## config.mk

```make
export PLATFORM = sky130hd
export DESIGN_NAME = utf8_bmp_stream_decoder
export DESIGN_NICKNAME = d
export VERILOG_FILES = /design/src/rtl/u8d_pkg.sv /design/src/rtl/utf8_bmp_stream_decoder.sv /design/src/rtl/u8d_step.sv
export SDC_FILE = /design/constraint.sdc
export NUM_CORES = 1
export LEC_CHECK = 0
export BUFFER_PORTS_ARGS = -buffer_cell sky130_fd_sc_hd__buf_2
export CORE_MARGIN = 2
export CORE_UTILIZATION = 65
export DETAILED_ROUTE_END_ITERATION = 8
export PLACE_DENSITY = 0.94
export SLEW_MARGIN = 10
export SYNTH_ARGS = -nofsm -noshare
export SYNTH_HDL_FRONTEND = slang
export SYNTH_HIERARCHICAL = 1
export SYNTH_SLANG_ARGS = --single-unit
```

## constraint.sdc

```tcl
create_clock -name clk_i -period 5.5 [get_ports clk_i]
set_clock_uncertainty 0.05 [all_clocks]
set_input_delay 0.825 -clock clk_i [delete_from_list [all_inputs] [get_ports clk_i]]
set_output_delay 0.825 -clock clk_i [all_outputs]
set_load 0.02 [all_outputs]
```

## src/rtl/u8d_pkg.sv

```systemverilog
package u8d_pkg;

  localparam logic [2:0] PH_IDLE    = 3'd0;
  localparam logic [2:0] PH_TWO     = 3'd1;
  localparam logic [2:0] PH_THREE_A = 3'd2;
  localparam logic [2:0] PH_THREE_B = 3'd3;
  localparam logic [2:0] PH_SKIP    = 3'd4;

  localparam logic [15:0] SUBST_CP     = 16'h003F;
  localparam logic [15:0] MIN_TWO_CP   = 16'h0080;
  localparam logic [15:0] MIN_THREE_CP = 16'h0800;
  localparam logic [2:0]  SKIP_START   = 3'd4;

  typedef struct packed {
    logic [15:0] code_point;
    logic        end_of_string;
    logic        last;
  } result_t;

  // Outcome of decoding one byte: zero, one or two results.
  typedef struct packed {
    logic [1:0] n_res;
    result_t    res0;
    result_t    res1;
  } step_t;

endpackage

```

## src/rtl/utf8_bmp_stream_decoder.sv

```systemverilog
// UTF-8 to 16-bit code point decoder for one-, two- and three-octet forms.
// The input channel takes one byte per beat on data_byte_i; the output
// channel gives one code point per beat with end_of_string_o, set for the
// terminating zero byte, and last_o, set on the final result that a byte
// causes. Malformed input comes out as '?' (0x3F); a broken sequence can
// make one byte yield two results, and a two- or three-octet lead byte
// alone yields none. An accepted byte sits in an input register, is
// decoded from there once the queue holds at most two results, and lands
// in a four-entry result queue. One byte is taken per cycle as
// long as the queue holds at most two results, so a stream of one result
// per byte runs at one beat per cycle; bytes that yield two results are
// limited by the output channel's one result per cycle. Reset clears the
// decoder to idle and empties the queue and input register. When the
// receiver stalls, the head result holds steady; once the queue holds more
// than two results, in_stall_o rises to hold off further bytes. No beat is dropped.
module utf8_bmp_stream_decoder (
  input  logic        clk_i,
  input  logic        rst_ni,
  input  logic        in_valid_i,
  output logic        in_stall_o,
  input  logic [7:0]  data_byte_i,
  output logic        out_valid_o,
  input  logic        out_stall_i,
  output logic [15:0] code_point_o,
  output logic        end_of_string_o,
  output logic        last_o
);
  import u8d_pkg::*;

  logic       in_valid_q, in_valid_d;
  logic [7:0] in_byte_q;
  logic       in_accept;
  logic       go;
  step_t      step;

  result_t    fifo_q [4];
  logic [1:0] wr_ptr_q, rd_ptr_q;
  logic [2:0] count_q, count_d;
  logic       pop;
  result_t    head;

  assign go         = in_valid_q && (count_q <= 3'd2);
  assign in_stall_o = in_valid_q && !go;
  assign in_accept  = in_valid_i && !in_stall_o;
  assign in_valid_d = in_accept || (in_valid_q && !go);

  always_ff @(posedge clk_i or negedge rst_ni) begin
    if (!rst_ni) begin
      in_valid_q <= 1'b0;
    end else begin
      in_valid_q <= in_valid_d;
    end
  end

  always_ff @(posedge clk_i) begin
    if (in_accept) begin
      in_byte_q <= data_byte_i;
    end
  end

  u8d_step u_step (
    .clk_i  (clk_i),
    .rst_ni (rst_ni),
    .go_i   (go),
    .byte_i (in_byte_q),
    .step_o (step)
  );

  assign head            = fifo_q[rd_ptr_q];
  assign out_valid_o     = count_q != 3'd0;
  assign code_point_o    = head.code_point;
  assign end_of_string_o = head.end_of_string;
  assign last_o          = head.last;
  assign pop             = out_valid_o && !out_stall_i;

  assign count_d = count_q + (go ? {1'b0, step.n_res} : 3'd0) - {2'd0, pop};

  always_ff @(posedge clk_i or negedge rst_ni) begin
    if (!rst_ni) begin
      wr_ptr_q <= '0;
      rd_ptr_q <= '0;
      count_q  <= '0;
    end else begin
      count_q <= count_d;
      if (go) begin
        wr_ptr_q <= wr_ptr_q + step.n_res;
      end
      if (pop) begin
        rd_ptr_q <= rd_ptr_q + 2'd1;
      end
    end
  end

  always_ff @(posedge clk_i) begin
    if (go && step.n_res != 2'd0) begin
      fifo_q[wr_ptr_q] <= step.res0;
      if (step.n_res == 2'd2) begin
        fifo_q[wr_ptr_q + 2'd1] <= step.res1;
      end
    end
  end

  a_count_bound: assert property (@(posedge clk_i) disable iff (!rst_ni)
    count_q <= 3'd4)
    else $error("result queue overflow");

  a_eos_last: assert property (@(posedge clk_i) disable iff (!rst_ni)
    out_valid_o && end_of_string_o |-> last_o && code_point_o == 16'h0000)
    else $error("end-of-string result is not the final zero result");

  a_room: assert property (@(posedge clk_i) disable iff (!rst_ni)
    go |-> count_q + {1'b0, step.n_res} <= 3'd4)
    else $error("decode pushed into a full queue");

endmodule

```

## src/rtl/u8d_step.sv

```systemverilog
module u8d_step (
  input  logic           clk_i,
  input  logic           rst_ni,
  input  logic           go_i,
  input  logic [7:0]     byte_i,
  output u8d_pkg::step_t step_o
);
  import u8d_pkg::*;

  logic [2:0]  phase_q, phase_d;
  logic [15:0] partial_q, partial_d;
  logic [2:0]  skip_q, skip_d;

  logic        cont;
  logic [2:0]  skip_base;
  logic [2:0]  f_phase;
  logic [15:0] f_partial;
  logic [2:0]  f_skip;
  logic        f_emit;
  result_t     f_res;
  logic [15:0] v_low;
  logic [2:0]  skip_dec;

  assign cont      = byte_i inside {[8'h80:8'hBF]};
  assign v_low     = partial_q | {10'd0, byte_i[5:0]};
  assign skip_dec  = skip_q - 3'd1;
  // A broken skip run clears the count before the byte is decoded afresh.
  assign skip_base = (phase_q == PH_SKIP) ? 3'd0 : skip_q;

  // Decode the byte as the start of a new character.
  always_comb begin
    f_phase   = PH_IDLE;
    f_partial = partial_q;
    f_skip    = skip_base;
    f_emit    = 1'b1;
    f_res     = '{code_point: SUBST_CP, end_of_string: 1'b0, last: 1'b1};
    if (byte_i == 8'h00) begin
      f_partial = '0;
      f_skip    = '0;
      f_res     = '{code_point: 16'h0000, end_of_string: 1'b1, last: 1'b1};
    end else if (byte_i < 8'h80) begin
      f_res.code_point = {8'h00, byte_i};
    end else if (byte_i inside {[8'hC0:8'hDF]}) begin
      f_partial = {5'd0, byte_i[4:0], 6'd0};
      f_phase   = PH_TWO;
      f_emit    = 1'b0;
    end else if (byte_i inside {[8'hE0:8'hEF]}) begin
      f_partial = {byte_i[3:0], 12'd0};
      f_phase   = PH_THREE_A;
      f_emit    = 1'b0;
    end else if (byte_i inside {[8'hF0:8'hF7]}) begin
      f_phase = PH_SKIP;
      f_skip  = SKIP_START;
    end
  end

  always_comb begin
    phase_d   = phase_q;
    partial_d = partial_q;
    skip_d    = skip_q;
    step_o    = '0;
    case (phase_q)
      PH_TWO, PH_THREE_A, PH_THREE_B: begin
        if (cont) begin
          if (phase_q == PH_THREE_A) begin
            partial_d = partial_q | {4'd0, byte_i[5:0], 6'd0};
            phase_d   = PH_THREE_B;
          end else begin
            phase_d                  = PH_IDLE;
            step_o.n_res             = 2'd1;
            step_o.res0.last         = 1'b1;
            step_o.res0.code_point   = v_low;
            if ((phase_q == PH_TWO && v_low < MIN_TWO_CP) ||
                (phase_q == PH_THREE_B && v_low < MIN_THREE_CP)) begin
              step_o.res0.code_point = SUBST_CP;
            end
          end
        end else begin
          // Broken sequence: substitute, then decode this byte as a lead.
          phase_d                = f_phase;
          partial_d              = f_partial;
          skip_d                 = f_skip;
          step_o.res0.code_point = SUBST_CP;
          step_o.res0.last       = !f_emit;
          step_o.res1            = f_res;
          step_o.n_res           = f_emit ? 2'd2 : 2'd1;
        end
      end
      PH_SKIP: begin
        if (cont) begin
          skip_d = skip_dec;
          if (skip_dec == 3'd0) begin
            phase_d = PH_IDLE;
          end
        end else begin
          phase_d      = f_phase;
          partial_d    = f_partial;
          skip_d       = f_skip;
          step_o.res0  = f_res;
          step_o.n_res = {1'b0, f_emit};
        end
      end
      default: begin
        phase_d      = f_phase;
        partial_d    = f_partial;
        skip_d       = f_skip;
        step_o.res0  = f_res;
        step_o.n_res = {1'b0, f_emit};
      end
    endcase
  end

  always_ff @(posedge clk_i or negedge rst_ni) begin
    if (!rst_ni) begin
      phase_q   <= PH_IDLE;
      partial_q <= '0;
      skip_q    <= '0;
    end else if (go_i) begin
      phase_q   <= phase_d;
      partial_q <= partial_d;
      skip_q    <= skip_d;
    end
  end

  a_skip_nonzero: assert property (@(posedge clk_i) disable iff (!rst_ni)
    phase_q == PH_SKIP |-> skip_q != 3'd0 && skip_q <= SKIP_START)
    else $error("skip phase with an out-of-range skip count");

endmodule
```

==> metrics.md <==
| Metric | Value |
|---|---|
| Crit path max-delay family | `compound AO/OA/AOI/OAI gates` |
| Total GRT Usage | `between 20% and 30%` |
| Starting Density | `between 60% and 70%` |
| Final TNS setup | `0 ps` |
| Syn Inst Count | `approximately 400` |
| Clk pwr share | `17.0%` |
| First-pass GRT wire length | `between 15,000 and 20,000 um` |
| Later-pin clock latency in the skew report | `about 370 ps` |
| Inst Count DP | `between 500 and 600` |
| P_int | `2050 uW` |
| Switching share of power | `38.3%` |
| Seq/Total Area, Yosys | `between 50% and 60%` |
| Worst slew pin tran | `969 ps` |
| Setup violations, final | `0` |
| Slowest-stage cell, CP | `a211oi_1` |
| Worst path arrival time | `approximately 3900 ps` |
| Largest net degree at the start of global routing | `31` |
| Clock root buffer | `clkbuf_8` |
| Post-cts hold buffer count | `0` |
| Synth Flop Type | `edfxtp_1` |
| Count of non-filler cells in the finished layout | `around 540` |
| DP Worst Slack | `approximately 1900 ps` |
| Drt total wl | `between 10,000 and 15,000 um` |
| Worst vdd ir | `0.000244 V` |
| Endpoints failing hold | `0` |
| P_leak | `around 0.0026 uW` |
| Full die area | `about 10000 um^2` |
| 1st-iter DRT viols | `~230` |
| Antenna Cells | `0` |
| FF+latch area | `3150 um^2` |
| Cell Pwr Density | `522 nW/um^2` |
| Period minus WS final | `3630 ps` |
| Row cnt | `34` |
| Post-Synth Adder-Cell Area | `under 10%` |
| Critical path data required time | `around 5700 ps` |
| 1st-pass router iterations | `5` |
| Main combinational cell family by area after synthesis | `multiplexers` |
| # DRC | `0` |
| Post-CTS Setup Bufs | `0` |
| Synth async-reset ratio | `27.3%` |
| Post-synthesis compound-gate area fraction | `between 6 and 7%` |
| Worst-path cell chain | `nor2b_1 -> a211oi_1 -> a211oi_1 -> nand2_1 -> ha_1 -> inv_1 -> ha_1 -> inv_1 -> fa_1 -> xor2_1 -> xnor2_1` |
| Synthesis Warnings | `6` |
| Gpl congestion | `0.946` |
| # resized after CTS | `0` |
| Fmax | `between 200 and 300 MHz` |
| Slack of the critical path | `~1900 ps` |
| Simple-Gate Fraction of Synth Area | `between 10% and 20%` |
| Distinct cells, synth | `60` |
| Max Cap Viol | `0` |
| Number of flops mapped to enable cells by yosys | `80` |
| DR WL/cell | `between 20 and 25 um` |
| Footprint of the multi-input gates | `between 2000 and 3000 um^2` |
| Initial antenna violation count | `0` |
| CTS tree | `done` |
| Antenna Violating Nets Remaining | `0` |
| Boundary pin count | `32` |
| Psw | `roughly 1300 uW` |
| Layout area overhead | `6.28%` |
| Vias per inst | `approximately 6.4` |
| Detail Placement HPWL | `approximately 7500 um` |
| Unrepaired setup endpoints after global routing | `no` |
| Core footprint | `around 8800 um^2` |
| Filler cells | `539` |
| Sequential share of power | `between 40% and 50%` |
| Design area | `approximately 6300 um^2` |
| Num CTS Buffers | `9` |
| Clock Tree Buf Depth | `2` |
| Vias in the first global route | `3,562` |
| Total of flip-flops plus latches after synthesis | `110` |
| Setup crit start kind | `flop` |
| Height of the die | `between 90 and 100 um` |
| Syn Area/Cell | `around 15 um^2` |
| Sink Count | `110` |
| Post-synthesis xor/xnor area fraction | `1.17%` |
| Worst Path Buf+Inv | `2` |
| Horiz. Die Dim | `~100 um` |
| H-Tree Depth | `3` |
| Reg clk slew, reported paths | `approximately 110 ps` |
| Util after Layout | `just over 70%` |
| Worst path max stage delay | `830 ps` |
| Mapped Area | `about 6000 um^2` |
| Max-slew violation count | `0` |
| Critical Path Fanout Max | `13` |
| Worst rel slew slack | `a little over a third` |
| Area after DPL | `6110 um^2` |
| Setup crit end kind | `flop` |
| Final nets | `449` |
| Routed via count | `around 3,500` |
| Share of cells above drive strength 1 | `37.0%` |
| WS Path Type | `flop to flop` |
| Gr ovfl total | `0` |
| Final period util | `66.0%` |
| Outcome | `completed` |
| Logic pwr share | `a little over two fifths` |
| Hold Crit Class | `primary input to asynchronous set/reset pin` |
| Port bufs | `31` |
| Post-synthesis mux area share | `a little under a quarter` |
[power groups by stage]
stage	Sequential (uW)	Combinational, uW	Clock (uW)
2_1_floorplan	1260	1140	0
3_3_place_gp	1360	1320	0
3_5_place_dp	1370	1380	0
4_1_cts	1360	1390	574
5_1_grt	1380	1500	603
6_report	1360	1390	565
[layout make-up]
cell class                 count  area share (%)
clock buffer                   9            1.95
timing repair buffer          34            2.80
tap                          108            2.13
clock inverter                 7            1.75
sequential                   110            49.7
inverter                      13           0.769
multi-input combinational    262            40.9
[logic make-up (layout without fill, tap and decap cells)]
kind of cell / after synthesis / in the layout
flops: 110 / 110
fa+ha+maj: 7 / 7
other cells: 1 / 9
simple gates: 103 / 103
mux: 91 / 91
compound gates: 44 / 44
buf+inv: 42 / 63
xor+xnor: 8 / 8
[through the flow]
stage          total power (uW)  hold slack, ps
5_1_grt                    3490             471
3_3_place_gp               2680             421
4_1_cts                    3320             431
3_5_place_dp               2750             425
2_1_floorplan              2410             404
6_report                   3310             424
[metal layers]
metal	vias up	global-route usage, %	wire, um
met4	0	9.69	253
met5	-	0	0
met2	146	40.9	5810
met3	24	5.01	647
li1	1574	-	-
met1	1756	31.8	4790
[cell usage after synthesis (all sizes together) (5+ instances only)]
master	count	area, um^2
edfxtp	80	2400
mux2	73	972
dfrtp	30	751
nor2	30	113
buf	28	209
mux4	18	405
and2	16	100
nand2	16	60.1
inv	13	48.8
a22o	10	87.6
and3	9	57.6
a221o	6	60.1
ha	6	75.1
nand4	6	97.6
nor2b	6	40.0
nor3	5	30.0
[sequential cells by signal, indices dropped and copies added (netlist names)]
name,flops
fifo_q,72
u_step/partial_q,16
in_byte_q,8
count_q,3
u_step/phase_q,3
u_step/skip_q,3
rd_ptr_q,2
wr_ptr_q,2
in_valid_q,1
[worst reg2reg max path: stages, from the launching register on]
cell and delay [ps]:
edfxtp_1 640, nor2b_1 510, a211oi_1 200, a211oi_1 830, nand2_1 110, ha_1 310, inv_1 60, ha_1 130
inv_1 50, fa_1 370, xor2_1 160, xnor2_1 120
[path summary, 6_finish.rpt]
kind | start | endpoint | slack (ps) | depth (start not counted)
max | in_byte_q[7] | count_q[2] | 1870 | 11
min | rst_ni | rd_ptr_q[1] | 420 | 1
max reg2reg | in_byte_q[7] | count_q[2] | 1870 | 11
min reg2reg | u_step/partial_q[3] | u_step/partial_q[3] | 460 | 1
max in group asynchronous | rst_ni | u_step/partial_q[13] | 4520 | 1
min in group clk_i | u_step/partial_q[3] | u_step/partial_q[3] | 460 | 1
[cells in the final DEF, fill, tap and decap left out, types with 3 or more instances in the layout]
master	count
edfxtp_1	80
mux2_4	40
mux2_2	33
buf_2	31
nor2_1	30
dfrtp_1	30
mux4_2	18
nand2_1	16
and2_1	15
inv_1	13
a22o_1	10
clkbuf_8	9
conb_1	9
and3_1	8
ha_1	6
a221o_1	6
nor2b_1	5
nand4_4	4
nor3_1	4
xor2_1	4
xnor2_1	4
o221a_2	3
inv_8	3
buf_4	3
(Power assumes the default switching activity.)
